File: src/sv/sdlp_pkg.sv
// Shared types and constants for the SSE data line parser.
package sdlp_pkg;

    localparam logic [7:0] CH_LF    = 8'h0A;
    localparam logic [7:0] CH_CR    = 8'h0D;
    localparam logic [7:0] CH_SPACE = 8'h20;
    localparam logic [7:0] CH_COLON = 8'h3A;
    localparam logic [7:0] CH_D     = 8'h64;
    localparam logic [7:0] CH_A     = 8'h61;
    localparam logic [7:0] CH_T     = 8'h74;

    localparam logic MODE_BYTE  = 1'b0;
    localparam logic MODE_FLUSH = 1'b1;

    localparam logic KIND_BYTE   = 1'b0;
    localparam logic KIND_MARKER = 1'b1;

    typedef enum logic [7:0] {
        PH_START  = 8'b0000_0001,
        PH_D      = 8'b0000_0010,
        PH_DA     = 8'b0000_0100,
        PH_DAT    = 8'b0000_1000,
        PH_DATA   = 8'b0001_0000,
        PH_VSTART = 8'b0010_0000,
        PH_VALUE  = 8'b0100_0000,
        PH_IGNORE = 8'b1000_0000
    } t_phase;

    typedef struct packed {
        t_phase phase;
        logic   cr_held;
        logic   event_nonempty;
    } t_parse_state;

    typedef struct packed {
        logic       kind;
        logic [7:0] data;
        logic       last;
    } t_result;

    typedef struct packed {
        logic [1:0] count;
        t_result    res0;
        t_result    res1;
    } t_step;

endpackage

File: src/sv/sdlp_if.sv
// Valid/ready channel interfaces for the parser's input and result streams.
interface sdlp_in_if;
    logic       valid;
    logic       ready;
    logic       mode;
    logic [7:0] in_byte;

    modport source (output valid, output mode, output in_byte, input ready);
    modport sink   (input valid, input mode, input in_byte, output ready);
endinterface

interface sdlp_out_if;
    logic       valid;
    logic       ready;
    logic       out_kind;
    logic [7:0] out_byte;
    logic       last_of_run;

    modport source (output valid, output out_kind, output out_byte, output last_of_run,
                    input ready);
    modport sink   (input valid, input out_kind, input out_byte, input last_of_run,
                    output ready);
endinterface

File: src/sv/sdlp_core.sv
// Next-state and result decode for one stream byte or flush.
module sdlp_core (
    input  logic                  i_mode,
    input  logic [7:0]            i_byte,
    input  sdlp_pkg::t_parse_state i_state,
    output sdlp_pkg::t_parse_state o_state,
    output sdlp_pkg::t_step       o_step
);

    sdlp_pkg::t_result w_marker;
    sdlp_pkg::t_result w_nl;
    sdlp_pkg::t_result w_cr;
    sdlp_pkg::t_result w_b;
    logic [7:0]        w_expect;

    assign w_marker = '{kind: sdlp_pkg::KIND_MARKER, data: 8'h00, last: 1'b1};
    assign w_nl     = '{kind: sdlp_pkg::KIND_BYTE, data: sdlp_pkg::CH_LF, last: 1'b1};
    assign w_cr     = '{kind: sdlp_pkg::KIND_BYTE, data: sdlp_pkg::CH_CR, last: 1'b0};
    assign w_b      = '{kind: sdlp_pkg::KIND_BYTE, data: i_byte, last: 1'b1};

    // next prefix character expected in each partial-match phase
    always_comb begin
        unique case (i_state.phase)
            sdlp_pkg::PH_D:    w_expect = sdlp_pkg::CH_A;
            sdlp_pkg::PH_DA:   w_expect = sdlp_pkg::CH_T;
            sdlp_pkg::PH_DAT:  w_expect = sdlp_pkg::CH_A;
            sdlp_pkg::PH_DATA: w_expect = sdlp_pkg::CH_COLON;
            default:           w_expect = sdlp_pkg::CH_D;
        endcase
    end

    always_comb begin
        o_state = i_state;
        o_step  = '{count: 2'd0, res0: w_marker, res1: w_b};
        if (i_mode == sdlp_pkg::MODE_FLUSH) begin
            if (i_state.event_nonempty) begin
                o_step.count           = 2'd1;
                o_state.event_nonempty = 1'b0;
            end
            o_state.phase   = sdlp_pkg::PH_START;
            o_state.cr_held = 1'b0;
        end else begin
            unique case (i_state.phase)
                sdlp_pkg::PH_START: begin
                    if (i_byte == sdlp_pkg::CH_LF) begin
                        if (i_state.event_nonempty) begin
                            o_step.count           = 2'd1;
                            o_state.event_nonempty = 1'b0;
                        end
                        o_state.cr_held = 1'b0;
                    end else if (i_state.cr_held) begin
                        o_state.cr_held = 1'b0;
                        o_state.phase   = sdlp_pkg::PH_IGNORE;
                    end else if (i_byte == sdlp_pkg::CH_CR) begin
                        o_state.cr_held = 1'b1;
                    end else if (i_byte == sdlp_pkg::CH_D) begin
                        o_state.phase = sdlp_pkg::PH_D;
                    end else begin
                        o_state.phase = sdlp_pkg::PH_IGNORE;
                    end
                end
                sdlp_pkg::PH_D, sdlp_pkg::PH_DA, sdlp_pkg::PH_DAT, sdlp_pkg::PH_DATA: begin
                    o_state.cr_held = 1'b0;
                    if (i_byte == sdlp_pkg::CH_LF) begin
                        o_state.phase = sdlp_pkg::PH_START;
                    end else if (i_byte == w_expect) begin
                        unique case (i_state.phase)
                            sdlp_pkg::PH_D:   o_state.phase = sdlp_pkg::PH_DA;
                            sdlp_pkg::PH_DA:  o_state.phase = sdlp_pkg::PH_DAT;
                            sdlp_pkg::PH_DAT: o_state.phase = sdlp_pkg::PH_DATA;
                            default: begin
                                // separate data lines with a newline once the event holds bytes
                                if (i_state.event_nonempty) begin
                                    o_step.count = 2'd1;
                                    o_step.res0  = w_nl;
                                end
                                o_state.phase = sdlp_pkg::PH_VSTART;
                            end
                        endcase
                    end else begin
                        o_state.phase = sdlp_pkg::PH_IGNORE;
                    end
                end
                sdlp_pkg::PH_VSTART: begin
                    o_state.cr_held = 1'b0;
                    if (i_byte == sdlp_pkg::CH_LF) begin
                        o_state.phase = sdlp_pkg::PH_START;
                    end else if (i_byte == sdlp_pkg::CH_CR) begin
                        o_state.cr_held = 1'b1;
                        o_state.phase   = sdlp_pkg::PH_VALUE;
                    end else if (i_byte == sdlp_pkg::CH_SPACE) begin
                        o_state.phase = sdlp_pkg::PH_VALUE;
                    end else begin
                        o_step.count           = 2'd1;
                        o_step.res0            = w_b;
                        o_state.event_nonempty = 1'b1;
                        o_state.phase          = sdlp_pkg::PH_VALUE;
                    end
                end
                sdlp_pkg::PH_VALUE: begin
                    if (i_byte == sdlp_pkg::CH_LF) begin
                        o_state.cr_held = 1'b0;
                        o_state.phase   = sdlp_pkg::PH_START;
                    end else begin
                        // release a held CR ahead of the new byte
                        if (i_state.cr_held) begin
                            o_step.count           = 2'd1;
                            o_step.res0            = w_cr;
                            o_step.res0.last       = 1'b1;
                            o_state.event_nonempty = 1'b1;
                        end
                        if (i_byte == sdlp_pkg::CH_CR) begin
                            o_state.cr_held = 1'b1;
                        end else begin
                            o_state.cr_held        = 1'b0;
                            o_state.event_nonempty = 1'b1;
                            if (i_state.cr_held) begin
                                o_step.count     = 2'd2;
                                o_step.res0.last = 1'b0;
                            end else begin
                                o_step.count = 2'd1;
                                o_step.res0  = w_b;
                            end
                        end
                    end
                end
                default: begin
                    o_state.cr_held = 1'b0;
                    if (i_byte == sdlp_pkg::CH_LF) begin
                        o_state.phase = sdlp_pkg::PH_START;
                    end else begin
                        o_state.phase = sdlp_pkg::PH_IGNORE;
                    end
                end
            endcase
        end
    end

endmodule

File: src/sv/sse_data_line_parser.sv
// Top level of the SSE data line parser: parse state, result queue and handshakes.
//
//  channel  | dir | handshake    | payload
//  ---------+-----+--------------+-----------------------------------
//  i_in     | in  | valid/ready  | mode, in_byte
//  o_out    | out | valid/ready  | out_kind, out_byte, last_of_run
//
// One item is taken per cycle while the input is ready; its results land in a
// two-entry result queue at the same edge and leave one per cycle while the
// output is ready. The input is ready when the queue is empty or its last
// entry leaves in this cycle. Reset (synchronous, active low) returns the
// parser to line start with an empty event and an empty queue.
module sse_data_line_parser (
    input  logic          i_clk,
    input  logic          i_rst_n,
    sdlp_in_if.sink       i_in,
    sdlp_out_if.source    o_out
);

    sdlp_pkg::t_parse_state r_state;
    sdlp_pkg::t_parse_state n_state;
    sdlp_pkg::t_step        w_step;
    sdlp_pkg::t_result      r_q0;
    sdlp_pkg::t_result      r_q1;
    logic [1:0]             r_cnt;
    logic                   w_accept;
    logic                   w_pop;

    sdlp_core u_core (
        .i_mode  (i_in.mode),
        .i_byte  (i_in.in_byte),
        .i_state (r_state),
        .o_state (n_state),
        .o_step  (w_step)
    );

    assign w_pop    = o_out.valid && o_out.ready;
    assign i_in.ready = (r_cnt == 2'd0) || ((r_cnt == 2'd1) && o_out.ready);
    assign w_accept = i_in.valid && i_in.ready;

    assign o_out.valid       = (r_cnt != 2'd0);
    assign o_out.out_kind    = r_q0.kind;
    assign o_out.out_byte    = r_q0.data;
    assign o_out.last_of_run = r_q0.last;

    always_ff @(posedge i_clk) begin
        if (!i_rst_n) begin
            r_state <= '{phase: sdlp_pkg::PH_START, cr_held: 1'b0, event_nonempty: 1'b0};
            r_cnt   <= 2'd0;
        end else if (w_accept) begin
            // queue is drained by now: load the new results
            r_state <= n_state;
            r_cnt   <= w_step.count;
        end else if (w_pop) begin
            r_cnt <= r_cnt - 2'd1;
        end
    end

    always_ff @(posedge i_clk) begin
        if (w_accept) begin
            r_q0 <= w_step.res0;
            r_q1 <= w_step.res1;
        end else if (w_pop) begin
            r_q0 <= r_q1;
        end
    end

endmodule
File: src/flat_wrapper.sv
// flat-port wrapper written by rule: the top's interface ports become plain ports
module sse_data_line_parser_flat 
  (i_clk, i_rst_n, i_in_valid, i_in_mode, i_in_in_byte, i_in_ready, o_out_valid, o_out_out_kind, o_out_out_byte, o_out_last_of_run, o_out_ready);
  sdlp_in_if i_in_i ();
  sdlp_out_if o_out_i ();
  input  logic i_clk;
  input  logic i_rst_n;
  input wire logic [$bits(i_in_i.valid)-1:0] i_in_valid;
  input wire logic [$bits(i_in_i.mode)-1:0] i_in_mode;
  input wire logic [$bits(i_in_i.in_byte)-1:0] i_in_in_byte;
  output wire logic [$bits(i_in_i.ready)-1:0] i_in_ready;
  output wire logic [$bits(o_out_i.valid)-1:0] o_out_valid;
  output wire logic [$bits(o_out_i.out_kind)-1:0] o_out_out_kind;
  output wire logic [$bits(o_out_i.out_byte)-1:0] o_out_out_byte;
  output wire logic [$bits(o_out_i.last_of_run)-1:0] o_out_last_of_run;
  input wire logic [$bits(o_out_i.ready)-1:0] o_out_ready;
  assign i_in_i.valid = i_in_valid;
  assign i_in_i.mode = i_in_mode;
  assign i_in_i.in_byte = i_in_in_byte;
  assign i_in_ready = i_in_i.ready;
  assign o_out_valid = o_out_i.valid;
  assign o_out_out_kind = o_out_i.out_kind;
  assign o_out_out_byte = o_out_i.out_byte;
  assign o_out_last_of_run = o_out_i.last_of_run;
  assign o_out_i.ready = o_out_ready;
  sse_data_line_parser u_core (.i_clk(i_clk), .i_rst_n(i_rst_n), .i_in(i_in_i), .o_out(o_out_i));
endmodule
File: config.mk
export PLATFORM = sky130hd
export DESIGN_NAME = sse_data_line_parser_flat
export DESIGN_NICKNAME = d
export VERILOG_FILES = /design/src/sv/sdlp_pkg.sv /design/src/sv/sdlp_if.sv /design/src/sv/sdlp_core.sv /design/src/sv/sse_data_line_parser.sv /design/src/flat_wrapper.sv
export SDC_FILE = /design/constraint.sdc
export NUM_CORES = 1
export LEC_CHECK = 0
export ABC_AREA = 1
export ABC_CLOCK_PERIOD_IN_PS = 1850
export BUFFER_PORTS_ARGS = -buffer_cell sky130_fd_sc_hd__buf_2
export CAP_MARGIN = 10
export CORE_MARGIN = 10
export CORE_UTILIZATION = 55
export CTS_BUF_LIST = sky130_fd_sc_hd__clkbuf_2 sky130_fd_sc_hd__clkbuf_4 sky130_fd_sc_hd__clkbuf_8
export DETAILED_ROUTE_END_ITERATION = 10
export PLACE_DENSITY_LB_ADDON = 0.2
export SLEW_MARGIN = 40
export SYNTH_ARGS = -nofsm -noshare
export SYNTH_HDL_FRONTEND = slang
export SYNTH_SLANG_ARGS = --single-unit
File: constraint.sdc
create_clock -name i_clk -period 1.85 [get_ports i_clk]
set_input_delay 0.0925 -clock i_clk [delete_from_list [all_inputs] [get_ports i_clk]]
set_output_delay 0.0925 -clock i_clk [all_outputs]
set_load 0.05 [all_outputs]
# Word-level counts from Yosys, hierarchy flattened
# Cells that the tools add are included.
# op_classes
add_sub_neg	1
n_eq_ne	22
mux	47
n_reduce_logical	13
# ops
cell	count
$mux 11	8
$mux 8	7
$mux 10	4
$pmux 9 s4	1
$pmux 10 s3	1
$eq 8x4->1 const B	3
$mux 12	2
$ne 3x3->1 const B	7
$pmux 7 s3	1
$mux 9	2
$pmux 6 s3	1
$eq 8x6->1 const B	2
$eq 8x7->1 const B	2
$mux 2	6
$mux 1	11
$eq 8x1->1 const B	1
$eq 8x2->1 const B	1
$eq 8x3->1 const B	1
$eq 8x5->1 const B	1
$eq 8x8->1	1
$ne 4x3->1 const B	2
$pmux 2 s4	1
$reduce_and 8->1	1
$mux 7	1
12 further kinds	15
# totals
regBits	30
inputBits	13
output_inout_bits	12
elab_cells	91

# Depth between registers and ports, before layout
# Gate-level depths: netlist of the first run.
# logic_depth
depth_word	9
mapped_depth	15
depth_no_buf	15

# By module
# From an unflattened synthesis of the first run, not the netlist that was laid out.
# hier_totals
hier_cells	309
area_unflattened_um2	2252.2
# by_module_without_submodules
mod	instances	cells_each	area_each_um2	seq_area_each_um2
sse_data_line_parser	1	122	1263.7	840.8
sdlp_core	1	187	988.4	0.0

# Least setup slack after synthesis of the first run
# No wires, ideal clock.
# synth_timing
path_type	flip-flop to flip-flop
start	reg u_core.r_cnt[0]
end	reg u_core.r_state[2] (netlist name)
setup_time_ns	0.116
arrival_ns	2.247
required_ns	1.734
path_slack_ns	-0.513
path_stages_with_launch	12
n_path_buf	1
synth_period_minus_slack_ns	2.363
cell_sequence	dfxtp_1 -> inv_1 -> ha_1 -> inv_1 -> nand2_1 -> nand2_1 -> inv_1 -> nand3_2 -> buf_6 -> inv_1 -> o21ai_1 -> nand2_1
# synth_between
elab_chain_cells	5
word_cells_on_any_way	6
cone_classes	eq/ne (1); reduce/logical (5)
# synth_lines
item	line	rtl
start, declared	sse_data_line_parser.sv:25	logic [1:0] r_cnt;
start signal, assigned	sse_data_line_parser.sv:53	r_cnt <= w_step.count;
start signal, assigned	sse_data_line_parser.sv:55	r_cnt <= r_cnt - 2'd1;
$eq 2x1->1	sse_data_line_parser.sv:38	assign i_in.ready = (r_cnt == 2'd0) || ((r_cnt == 2'd1) && o_out.ready);
$logic_and 1x1->1	sse_data_line_parser.sv:38	
$logic_or 1x1->1 *	sse_data_line_parser.sv:38	
net i_in_ready	flat_wrapper.sv:11	output wire logic [$bits(i_in_i.ready)-1:0] i_in_ready;
$logic_and 1x1->1 *	sse_data_line_parser.sv:39	assign w_accept = i_in.valid && i_in.ready;
net u_core.w_accept	sse_data_line_parser.sv:26	logic w_accept;
$reduce_and 4->1 (no source line) *	-	
end signal, assigned	sse_data_line_parser.sv:48	r_state <= '{phase: sdlp_pkg::PH_START, cr_held: 1'b0, event_nonempty: 1'b0};
end signal, assigned	sse_data_line_parser.sv:52	r_state <= n_state;
end, declared	sse_data_line_parser.sv:20	sdlp_pkg::t_parse_state r_state;
# The timed path passes the listed nets; every way through them passes the cells marked *.
# A chain may end at the register's enable or synchronous reset.

# Final worst setup path of the first run
# layout_timing
start	reg u_core.r_state[9] (netlist name)
end	reg u_core.r_q0, in the netlist u_core.o_out.out_kind (data pin)
# layout_between
elab_chain_cells	9
word_cells_on_any_way	17
cone_classes	eq/ne (7); mux (7); reduce/logical (3)
# layout_lines
item	line	rtl
$eq 8x2->1 / $eq 8x4->1 (equally long branches)	sdlp_core.sv:23, sdlp_core.sv:43, sdlp_core.sv:67	
$reduce_or 2->1 (no source line)	-	
$pmux 7 s3	sdlp_core.sv:23	unique case (i_state.phase)
$eq 8x8->1	sdlp_core.sv:66	end else if (i_byte == w_expect) begin
$mux 11	sdlp_core.sv:66	
$mux 11	sdlp_core.sv:64	if (i_byte == sdlp_pkg::CH_LF) begin
$pmux 10 s3 *	sdlp_core.sv:43	unique case (i_state.phase)
$mux 10 *	sdlp_core.sv:35	if (i_mode == sdlp_pkg::MODE_FLUSH) begin
$mux 10 *	sse_data_line_parser.sv:60	if (w_accept) begin
end signal, assigned	sse_data_line_parser.sv:61	r_q0 <= w_step.res0;
end signal, assigned	sse_data_line_parser.sv:64	r_q0 <= r_q1;
end, declared	sse_data_line_parser.sv:23	sdlp_pkg::t_result r_q0;
# Mark *: on every way between the ends. The rest lies on a longest branch, timed or not.

==> results of run 1 <==
## critical path, stage by stage (launching register included)
cell and delay, ps:
sky130_fd_sc_hd__dfxtp_2 350, sky130_fd_sc_hd__inv_2 70, sky130_fd_sc_hd__nand2_4 80, sky130_fd_sc_hd__nor2_8 180, sky130_fd_sc_hd__nand2_4 90, sky130_fd_sc_hd__nand2_2 90, sky130_fd_sc_hd__nand2_1 50, sky130_fd_sc_hd__nand2_1 70
sky130_fd_sc_hd__nand2_2 70, sky130_fd_sc_hd__nor2_4 110, sky130_fd_sc_hd__nand2_2 90, sky130_fd_sc_hd__o31ai_2 240, sky130_fd_sc_hd__a21oi_1 90
## power breakdown
part / internal, W / switching, W / total, W
registers: 0.000947 / 0.0000582 / 0.00100
logic: 0.000433 / 0.00105 / 0.00148
clock network: 0.000416 / 0.000252 / 0.000668
total: 0.00180 / 0.00136 / 0.00315
## cells by family (layout without fill, tap and decap cells)
family / Yosys count / after routing
flops: 30 / 30
buf+inv: 45 / 95
simple gates: 133 / 133
xor+xnor: 1 / 1
compound gates: 37 / 37
fa+ha+maj: 4 / 4
## layout make-up
type / count / area, µm² / area share (%)
clock buffers: 5 / 37.5 / 1.53
clock inverters: 3 / 63.8 / 2.59
inverters: 42 / 166 / 6.77
multi-input cells: 175 / 1060 / 43.1
flip-flops and latches: 30 / 785 / 31.9
well taps: 46 / 57.6 / 2.34
repair buffers: 45 / 290 / 11.8
## what timing repair did
item	CTS	global route
buffers inserted	0	2
hold endpoints to repair	5	0
setup endpoints to repair	5	14
resized for setup	3	20
pin swaps	1	5
hold buffers	5	0
## stage by stage
stage	hold WS (ps)	setup WS [ps]	utilization [%]	TNS (ps)	cells
6_report	34.5	18.2	73.1	0	346
5_1_grt	39.9	-92.5	73.1	-486	346
4_1_cts	25.5	-18.9	70.9	-18.9	344
3_5_place_dp	290	-25.1	66.1	-56.0	331
3_3_place_gp	298	20.8	66.1	0	331
2_1_floorplan	161	-8.18	-	-8.18	250
## cell usage after synthesis (2+ instances only)
cell | instances | area (µm²)
sky130_fd_sc_hd__a32o_1 | 3 | 30.0
sky130_fd_sc_hd__nand2_2 | 9 | 56.3
sky130_fd_sc_hd__nand2_4 | 2 | 22.5
sky130_fd_sc_hd__dfxtp_1 | 12 | 240
sky130_fd_sc_hd__nand4_1 | 7 | 43.8
sky130_fd_sc_hd__a221oi_1 | 2 | 17.5
sky130_fd_sc_hd__nor2_1 | 22 | 82.6
sky130_fd_sc_hd__clkinv_1 | 2 | 7.51
sky130_fd_sc_hd__edfxtp_1 | 18 | 541
sky130_fd_sc_hd__o21ai_0 | 7 | 35.0
sky130_fd_sc_hd__inv_2 | 12 | 45.0
sky130_fd_sc_hd__nor3_1 | 9 | 45.0
sky130_fd_sc_hd__nor4_1 | 2 | 12.5
sky130_fd_sc_hd__a22o_1 | 2 | 17.5
sky130_fd_sc_hd__nor2_2 | 3 | 18.8
sky130_fd_sc_hd__nand3_1 | 20 | 100
sky130_fd_sc_hd__nor2_4 | 2 | 22.5
sky130_fd_sc_hd__nand2_1 | 49 | 184
sky130_fd_sc_hd__a21oi_1 | 12 | 60.1
sky130_fd_sc_hd__nor3_2 | 2 | 20.0
sky130_fd_sc_hd__inv_1 | 28 | 105
sky130_fd_sc_hd__ha_1 | 4 | 50.1
sky130_fd_sc_hd__o31ai_1 | 3 | 22.5
sky130_fd_sc_hd__o21ai_1 | 4 | 20.0
## metal layers
metal	up-vias	share of wire, %	track usage [%]
li1	941	-	-
met1	860	40	17.8
met2	73	50	26.3
met3	8	8.2	5.52
met4	0	1.4	5.20
met5	-	0	0
## how the worst min path moves through the flow
| stage | end | slack [ps] | depth (start not counted) |
|---|---|---|---|
| after global routing | u_core.r_q1[3]$_DFFE_PP_ | 40 | 1 |
| final | u_core.r_q1[3]$_DFFE_PP_ | 30 | 1 |
| after detailed placement | u_core.r_state[2]$_SDFFE_PN1P_ | 290 | 2 |
| after CTS | u_core.r_q1[3]$_DFFE_PP_ | 30 | 1 |
| after global placement | u_core.r_state[2]$_SDFFE_PN1P_ | 300 | 2 |
| after floorplan | u_core.r_state[2]$_SDFFE_PN1P_ | 160 | 1 |
## registers in the layout (all words and copies together) (netlist names)
signal / cells
u_core.o_out.last_of_run: 1
u_core.o_out.out_byte: 8
u_core.o_out.out_kind: 1
u_core.r_cnt: 2
u_core.r_q1: 8
u_core.r_state: 10
==> out/metrics.yaml, run 1 <==
run_status:
  outcome: "finished clean"
sta:
  drv_slew: 0
  slew-limit-headroom_pct: 79.1
  highest_clock_rate_ghz: 0.546
  tightest_slew_ps: 311
  fin_crit_sh_pct: 99.0
  finalClockSkew_ps: 15.7
  finalSetupViolations: 0
  hold_violations: 0
  period_minus_slack_ps: 1830
  grt_setup_unrepaired: "true"
yosys:
  synthesis.yosys.warnings: 0
  mappedNetlistArea_um2: 1920
  asyncSetResetFlopFracSynth_pct: 0
  synth.lib_cells_used.distinct: 38
  yosys.area_share.xor_xnor_pct: 0.456
  ys_ff_latch: 30
  sequential_share_of_the_synthesized_area_pct: 40.6
  synth.avg_cell_area_um2: 7.69
  synth-simple-area-share_pct: 34.9
  synth-compound-area-share_pct: 12.2
  post_synth_fa_ha_maj_area_fraction_pct: 2.60
  largest_family_of_logic_cells_by_synthesized_area: "simple AND/OR/NAND/NOR gates"
  synth.area.mux_share_pct: 0
  ys.flop_type: "sky130_fd_sc_hd__edfxtp_1"
  synthesis.nets: 267
  netlist_instances: 250
  synth_enable_flop_cells: 18
hold_path:
  holdCritStartpoint: "i_in_in_byte[2]"
  holdCritPathClass: "input pin to flop"
floorplan:
  total_i_o_pin_count: 25
  initial_utilization_pct: 57.1
  floorplan.core_area_um2: 3360
  floorplan.rows: 21
  die-area_um2: 6260
  die_h_um: 79.1
  die_width_um: 79.1
global_routing:
  grt_first_pass_wirelength_mm: 7.91
  groute.usage.overall_pct: 15.5
  initial_antenna_violation_count: 0
  gr-total-overflow: 0
  grt_start_max_net_pins: 14
  first_global_vias: 1713
worst_setup_path:
  end_of_the_critical_path: "u_core.o_out.out_kind$_SDFFCE_PN0P_"
  crit_type: "flop to flop"
  critPathCaptureType: "flop"
  worstSetupStartpoint: "u_core.r_state[9]$_SDFFE_PN0P_"
  worst-r2r-setup-slack_ps: 20
  ff2ff_path_depth: 12
  r2r-start: "u_core.r_state[9]$_SDFFE_PN0P_"
  worst-endpoint-required_ps: 1960
  rr_endpoint: "u_core.o_out.out_kind$_SDFFCE_PN0P_"
  worst-path-max-fanout: 6
  worst_setup_sp_type: "flop"
  worstPathArrival_ps: 1940
routing:
  drt.antenna.violating_nets: 0
  detailedRoute.firstIterationViolations: 276
  drc_errors: 0
  average_vias_per_placed_instance: 5.44
  detail_route.first_pass.iterations: 7
  route.detailed.wl_per_inst_um: 14.7
  drt_wl_total_mm: 5.07
  num_vias: 1882
layout:
  layout.cells.most_common: "sky130_fd_sc_hd__nand2_1"
  fraction_of_final_layout_cells_sized_beyond_drive_strength_1_pct: 35.7
  areaGrowthSynthToFinish_pct: 28.0
  insertedDiodeCount: 0
  finalInstanceArea_um2: 2460
  layout.filler_cells: 275
  net_count_reported_at_finish: 316
  most-common-layout-cells: "42 x sky130_fd_sc_hd__nand2_1, 25 x sky130_fd_sc_hd__inv_1, 24 x sky130_fd_sc_hd__buf_2"
placement:
  placed_instance_area_um2: 2220
  portBuffers: 24
  detailed_place_hpwl_mm: 3.77
  gpl.final_weighted_congestion: 0.916
clock_tree:
  clk_path_buf_depth: 2
  worst_setup_hold_path_clk_slew_ps: 110
  numCtsBuffers: 5
  tritoncts: "yes"
  ctsHtreeMaxLevel: 2
  worst_skew_pair.late_latency_ps: 350
  root_buffer: "sky130_fd_sc_hd__clkbuf_4"
  tritoncts_num_sinks: 30
power_and_ir_drop:
  pwr_density_cell_nw_per_um2: 1280
  static-leakage-power_nw: 1.10
  power.total_w: 0.00315
  vdd_drop_max_v: 0.000722
run:
  drv.max_cap_violation_count: 0
(Power assumes the default switching activity.)
==> run 2: changes to the inputs <==
CELL_PAD_IN_SITES_DETAIL_PLACEMENT = 0   (was default)
CELL_PAD_IN_SITES_GLOBAL_PLACEMENT = 1   (was default)
CORE_UTILIZATION = 44   (was 55)
SYNTH_HIERARCHICAL = 1   (was default)
==> run 2 against run 1 <==
Net effect: the run now ends with setup timing left; clock power grew 1%; total power grew 30%; cell count grew 23%; critical endpoint is now u_core/r_state[9]$_SDFFE_PN0P_; first-iteration DRC count shrank 47%; sequential power grew 22%; largest cell class unchanged; core utilization shrank 14 points; global-route usage shrank 1.9 points; clock skew shrank 12 ps; maximum frequency shrank 5.8%.
==> out/metrics.yaml, run 2 <==
sta:
  grt_setup_unrepaired: "true"
  highest_clock_rate_ghz: 0.514
  setup_slack_ps: -95.3
  finalSetupViolations: 2
  drv_slew: 0
  fin_crit_sh_pct: 105
  period_minus_slack_ps: 1950
  setup_tns_ps: -110
  hold_violations: 0
  finalClockSkew_ps: 3.29
power_and_ir_drop:
  static-leakage-power_nw: 1.30
  internal-power_w: 0.00215
  p_sw_share_pct: 47.6
  vdd_drop_max_v: 0.000808
  p_seq_share_pct: 29.9
  combPwrFrac_pct: 53.7
  power_switching_w: 0.00195
  pwr_density_cell_nw_per_um2: 1440
  clock_power_share_pct: 16.5
routing:
  drt.antenna.violating_nets: 0
  route.detailed.wl_per_inst_um: 13.8
  detail_route.first_pass.iterations: 4
  average_vias_per_placed_instance: 4.98
  detailedRoute.firstIterationViolations: 146
  drt_wl_total_mm: 5.91
  num_vias: 2128
  drc_errors: 0
layout:
  instances_no_fill: 427
  fraction_of_final_layout_cells_sized_beyond_drive_strength_1_pct: 38.3
  layout.cells.most_common: "sky130_fd_sc_hd__nand2_1"
  areaGrowthSynthToFinish_pct: 26.7
  insertedDiodeCount: 0
  most-common-layout-cells: "70 x sky130_fd_sc_hd__nand2_1, 40 x sky130_fd_sc_hd__nor2_1, 33 x sky130_fd_sc_hd__buf_4"
  final_core_util_pct: 58.8
  net_count_reported_at_finish: 376
yosys:
  synth_area_leaders: "sky130_fd_sc_hd__edfxtp_1 27%, sky130_fd_sc_hd__nand2_1 14%, sky130_fd_sc_hd__dfxtp_1 11%"
  post_synth_top_cells: "82 x sky130_fd_sc_hd__nand2_1, 44 x sky130_fd_sc_hd__nor2_1, 21 x sky130_fd_sc_hd__inv_1"
  synthMostInstantiatedCell: "sky130_fd_sc_hd__nand2_1"
  synth.lib_cells_used.distinct: 37
  synthDominantCellAreaShare_pct: 26.7
  synth_enable_flop_cells: 20
  asyncSetResetFlopFracSynth_pct: 0
  mappedNetlistArea_um2: 2250
  synth_top_area_cell: "sky130_fd_sc_hd__edfxtp_1"
  netlist_instances: 309
  synthesis.nets: 326
  sequential_share_of_the_synthesized_area_pct: 37.3
  ys.flop_type: "sky130_fd_sc_hd__edfxtp_1"
  synthesis.yosys.warnings: 6
  ys_ff_latch: 32
  synth.avg_cell_area_um2: 7.29
worst_setup_path:
  cpPeakStageDelay_ps: 330
  worst_setup_sp_type: "flop"
  worst_path_most_repeated_cell: "sky130_fd_sc_hd__nand2_4"
  crit_type: "flop to flop"
  worst-endpoint-required_ps: 2030
  worst-path-max-fanout: 5
  critPathCaptureType: "flop"
  worstPathArrival_ps: 2130
  path_cells: "inv_2, nand2_4, nor2_4, nand2_4, nand2_4, nand2_2, nand2_2, nand3_2, nor2_4, inv_2, a21oi_2, nor2_1, o21ai_1, nor2_1"
  critical-path-slowest-cell: "sky130_fd_sc_hd__dfxtp_2"
clock_tree:
  ctsHoldBuffers: 0
  clk_path_buf_depth: 2
  tritoncts: "yes"
  numCtsBuffers: 5
  root_buffer: "sky130_fd_sc_hd__clkbuf_8"
  tritoncts_num_sinks: 32
  ctsHtreeMaxLevel: 2
  worst_setup_hold_path_clk_slew_ps: 70
  worst_skew_pair.late_latency_ps: 280
run_status:
  violations_in_the_final_reports: "setup timing"
  outcome: "finished with violations"
floorplan:
  floorplan.rows: 25
  die_width_um: 91.5
  floorplan.core_area_um2: 4850
  die-area_um2: 8380
  total_i_o_pin_count: 25
  die_h_um: 91.5
  initial_utilization_pct: 46.5
global_routing:
  gr-total-overflow: 0
  initial_antenna_violation_count: 0
  grt_start_max_net_pins: 31
  grt_first_pass_wirelength_mm: 9.52
  first_global_vias: 1961
  groute.usage.overall_pct: 13.6
placement:
  gpl.final_weighted_congestion: 0.939
  portBuffers: 24
  numPlacedInstances: 405
  detailed_place_hpwl_mm: 4.41
hold_path:
  holdCritPathClass: "input pin to flop"
run:
  drv.max_cap_violation_count: 0
==> run 2: cell count changes after synthesis, sizes merged, moves of 3 or more <==
cell   before  now
a21oi      13    7
a32o        3    0
nand2      60   93
o21ai      12   19
inv        40   36
nor2       28   51
buf         2   14
==> run 2: cells by family (layout without fill, tap and decap cells) <==
logic type,after synthesis,after routing,synth area share (%)
buffers and inverters,52,103,11.7
DFF,32,32,37.3
AOI/OAI and AO/OA,35,35,8.89
and+or+nand+nor,184,184,39.6
other,2,2,0.333
adders and majority gates,4,4,2.22
==> run 2: cell type report <==
cell class | count | area [µm²]
fill | 470 | 2000
multi-input combinational | 225 | 1270
sequential | 32 | 855
timing repair buffer | 58 | 388
inverter | 37 | 141
tap | 67 | 83.8
clock buffer | 5 | 68.8
clock inverter | 3 | 42.5
==> run 2: repair_timing <==
action | 4_1_cts | 5_1_grt
setup endpoints to repair | 12 | 16
resized for setup | 8 | 36
setup buffers | 0 | 14
hold endpoints to repair | 0 | 0
pin swaps | 2 | 20
==> run 2: metrics by stage <==
step / setup slack, ps / total power [W] / area, µm² / hold slack [ps]
detailed placement: -78.5 / 0.00323 / 2480 / 307
finish: -95.3 / 0.00410 / 2850 / 12.4
global route: -192 / 0.00438 / 2850 / 21.6
floorplan: 177 / 0.00278 / 2250 / 234
CTS: 3.40 / 0.00393 / 2610 / 13.5
global placement: -95.8 / 0.00322 / 2480 / 304
==> run 2: critical path: cells and delay by family, from the launching register on <==
family	cells	cell delay (ps)
AND/OR/NAND/NOR	10	1010
flip-flops	1	330
AO/OA/AOI/OAI	2	310
buffers and inverters	2	190
==> run 2: power by group through the flow <==
stage | registers (W) | clock network, W | logic [W]
floorplan | 0.00161 | 0 | 0.00117
global placement | 0.00122 | 0 | 0.00200
detailed placement | 0.00122 | 0 | 0.00201
CTS | 0.00121 | 0.000687 | 0.00203
global route | 0.00125 | 0.000725 | 0.00240
finish | 0.00122 | 0.000675 | 0.00220
==> run 2: path summary, 6_finish.rpt <==
check                                   endpoint                           start  depth (start not counted)  slack (ps)
setup / recovery  u_core/r_state[9]$_SDFFE_PN0P_  u_core/r_state[8]$_SDFFE_PN0P_                         14        -100
hold reg to reg   u_core/r_state[8]$_SDFFE_PN0P_  u_core/r_state[8]$_SDFFE_PN0P_                          2         500
hold / removal          u_core/r_q1[6]$_DFFE_PP_                 i_in_in_byte[5]                          1          10
setup reg to reg  u_core/r_state[9]$_SDFFE_PN0P_  u_core/r_state[8]$_SDFFE_PN0P_                         14        -100
==> run 2: layer usage <==
metal | track usage, % | wire length, µm
met5 | 0 | 0
met4 | 4.05 | 84
met3 | 3.29 | 266
met2 | 20.9 | 2680
met1 | 18.4 | 2870
==> run 3: changes to the inputs <==
ABC_AREA = default   (was 1)
CORE_UTILIZATION = 47   (was 44)
==> run 3 against run 2 <==
Net effect: the run still ends with setup timing left; sequential power shrank 25%; largest power group unchanged; routed wire length grew 20%; critical path type unchanged; critical path depth shrank 7.
==> out/metrics.yaml, run 3 <==
routing:
  num_vias: 2269
  routed.top_layer: "met4"
  route.layer.met1.wl_mm: 3.07
  detail_route.first_pass.iterations: 4
  detailedRoute.firstIterationViolations: 124
  drt.antenna.violating_nets: 0
  drt_wl_total_mm: 7.06
  met3WireLength_um: 364
  wl_met2_mm: 3.48
  average_vias_per_placed_instance: 5.86
  route.detailed.wl_per_inst_um: 18.2
  drc_errors: 0
sta:
  grt_setup_unrepaired: "true"
  finalSetupViolations: 19
  hold_violations: 0
  timing.hold.ws_ps: 23.3
  finalClockSkew_ps: 9.10
  highest_clock_rate_ghz: 0.397
  period_minus_slack_ps: 2520
  fin_crit_sh_pct: 136
  drv_slew: 0
  setup_slack_ps: -667
worst_setup_path:
  critical_path_buf_inv_count: 1
  worst_path_most_repeated_cell: "sky130_fd_sc_hd__or4_4"
  ff2ff_path_depth: 7
  critical-path-slowest-cell: "sky130_fd_sc_hd__or4_4"
  critical-path-top-delay-family: "simple AND/OR/NAND/NOR gates"
  worst-endpoint-required_ps: 1890
  cpPeakStageDelay_ps: 590
  worstSetupStartpoint: "u_core/r_state[8]$_SDFFE_PN0P_"
  r2r-start: "u_core/r_state[8]$_SDFFE_PN0P_"
  worst_setup_sp_type: "flop"
  worst-r2r-setup-slack_ps: -670
  rr_endpoint: "u_core/o_out.out_byte[3]$_DFFE_PP_"
  path_cells: "or4_4, buf_4, or4_4, nand2_1, a211o_1, o22ai_2, mux2_4"
  worstPathArrival_ps: 2550
  crit_type: "flop to flop"
  worst-path-max-fanout: 6
  critPathCaptureType: "flop"
yosys:
  sequential_share_of_the_synthesized_area_pct: 36.3
  synth.avg_cell_area_um2: 9.30
  synth_area_leaders: "sky130_fd_sc_hd__edfxtp_1 26%, sky130_fd_sc_hd__dfxtp_1 10%, sky130_fd_sc_hd__mux2_4 5.2%"
  synth_top_area_cell: "sky130_fd_sc_hd__edfxtp_1"
  mappedNetlistArea_um2: 2310
  synthesis.nets: 266
  asyncSetResetFlopFracSynth_pct: 0
  synth_enable_flop_cells: 20
  netlist_instances: 249
  synthMostInstantiatedCell: "sky130_fd_sc_hd__edfxtp_1"
  post_synth_top_cells: "20 x sky130_fd_sc_hd__edfxtp_1, 19 x sky130_fd_sc_hd__nand3_1, 18 x sky130_fd_sc_hd__a21oi_1"
  ys.flop_type: "sky130_fd_sc_hd__edfxtp_1"
  synth.lib_cells_used.distinct: 67
  synthesis.yosys.warnings: 6
  ys_ff_latch: 32
  synthDominantCellAreaShare_pct: 25.9
hold_path:
  holdCritPathClass: "input pin to flop"
  min_delay_worst_endpoint: "u_core/r_state[2]$_SDFFE_PN1P_"
  holdCritStartpoint: "i_rst_n"
  hold-path-cell-count: 2
floorplan:
  die_h_um: 90.2
  floorplan.rows: 25
  initial_utilization_pct: 48.7
  total_i_o_pin_count: 25
  die-area_um2: 8130
  die_width_um: 90.2
  floorplan.core_area_um2: 4750
clock_tree:
  tritoncts_num_sinks: 32
  ctsHoldBuffers: 0
  worst_skew_pair.late_latency_ps: 290
  worst_setup_hold_path_clk_slew_ps: 70
  ctsHtreeMaxLevel: 2
  clk_path_buf_depth: 2
  tritoncts: "yes"
  root_buffer: "sky130_fd_sc_hd__clkbuf_8"
  numCtsBuffers: 5
power_and_ir_drop:
  clock_power_share_pct: 27.5
  power_switching_w: 0.000895
  static-leakage-power_nw: 1.30
  internal-power_w: 0.00165
  p_sw_share_pct: 35.2
  power.total_w: 0.00254
  combPwrFrac_pct: 36.5
  pwr_density_cell_nw_per_um2: 785
  vdd_drop_max_v: 0.000460
  p_seq_share_pct: 36.0
run_status:
  outcome: "finished with violations"
  violations_in_the_final_reports: "setup timing"
layout:
  areaGrowthSynthToFinish_pct: 39.9
  fraction_of_final_layout_cells_sized_beyond_drive_strength_1_pct: 52.8
  finalInstanceArea_um2: 3240
  layout.cells.most_common: "sky130_fd_sc_hd__buf_4"
  net_count_reported_at_finish: 336
  insertedDiodeCount: 0
  final_core_util_pct: 68.1
  most-common-layout-cells: "56 x sky130_fd_sc_hd__buf_4, 24 x sky130_fd_sc_hd__buf_2, 20 x sky130_fd_sc_hd__edfxtp_1"
global_routing:
  first_global_vias: 2217
  grt_start_max_net_pins: 17
  groute.usage.overall_pct: 16.4
  grt_first_pass_wirelength_mm: 11.2
  initial_antenna_violation_count: 0
  gr-total-overflow: 0
run:
  drv.max_cap_violation_count: 0
placement:
  portBuffers: 24
  detailed_place_hpwl_mm: 5.10
  placed_instance_area_um2: 2820
  gpl.final_weighted_congestion: 0.951
[run 3: cell count changes after synthesis, sizes merged, moves of 4 or more]
cell    change
a211oi      +4
a21oi      +12
or4         +5
nand4       -6
mux2       +10
nor4        +5
inv        -20
clkbuf      +7
nand2      -83
buf         +5
xnor2       +4
nor3        -7
nor2       -41
[run 3: logic make-up after synthesis]
kind of cell,share of synthesized area (%)
simple gates,21.5
compound gates,20.9
fa+ha+maj,2.16
other cells,0.324
xor+xnor,1.51
buf+inv,10.5
mux,6.76
flops,36.3
[run 3: area by class of cell]
class | instances | area (µm²)
clock buffers | 6 | 82.6
clock inverters | 2 | 33.8
fillers | 390 | 1520
inverters | 16 | 63.8
multi-input cells | 174 | 1470
flip-flops and latches | 32 | 856
well taps | 67 | 83.8
repair buffers | 90 | 653
[run 3: how the worst max path moves through the flow]
stage          cells after the start  slack, ps                                 end
2_1_floorplan                      7       -560     u_core/o_out.out_kind$_DFFE_PP_
3_3_place_gp                       6       -670     u_core/o_out.out_kind$_DFFE_PP_
3_5_place_dp                       6       -720     u_core/o_out.out_kind$_DFFE_PP_
4_1_cts                            6       -620     u_core/o_out.out_kind$_DFFE_PP_
5_1_grt                            6       -730     u_core/o_out.out_kind$_DFFE_PP_
6_report                           7       -670  u_core/o_out.out_byte[3]$_DFFE_PP_
[run 3: power groups by stage]
stage | logic [W] | clock network, W | registers [W]
floorplan | 0.000441 | 0 | 0.00111
global placement | 0.000837 | 0 | 0.000928
detailed placement | 0.000845 | 0 | 0.000932
CTS | 0.000904 | 0.000715 | 0.000916
global route | 0.000986 | 0.000744 | 0.000923
finish | 0.000928 | 0.000700 | 0.000915
[run 3: through the flow]
stage / setup TNS [ps] / std cells / worst slack [ps]
after global placement: -8130 / 371 / -670
after detailed placement: -8750 / 371 / -718
after global routing: -8220 / 387 / -729
after floorplan: -4620 / 249 / -563
after CTS: -6230 / 385 / -621
final: -7180 / 387 / -667
[run 3: routing by layer]
layer | up-vias | global-route usage [%]
li1 | 1080 | -
met3 | 15 | 3.24
met1 | 1092 | 19.8
met4 | 0 | 5.44
met2 | 82 | 28.5
met5 | - | 0
[run 3: repair_timing]
| item | in CTS | in global routing |
|---|---|---|
| gates resized for setup | 43 | 17 |
| gates cloned | 0 | 0 |
| setup buffers | 7 | 3 |
| setup endpoints to repair | 31 | 31 |
| pin swaps | 19 | 14 |
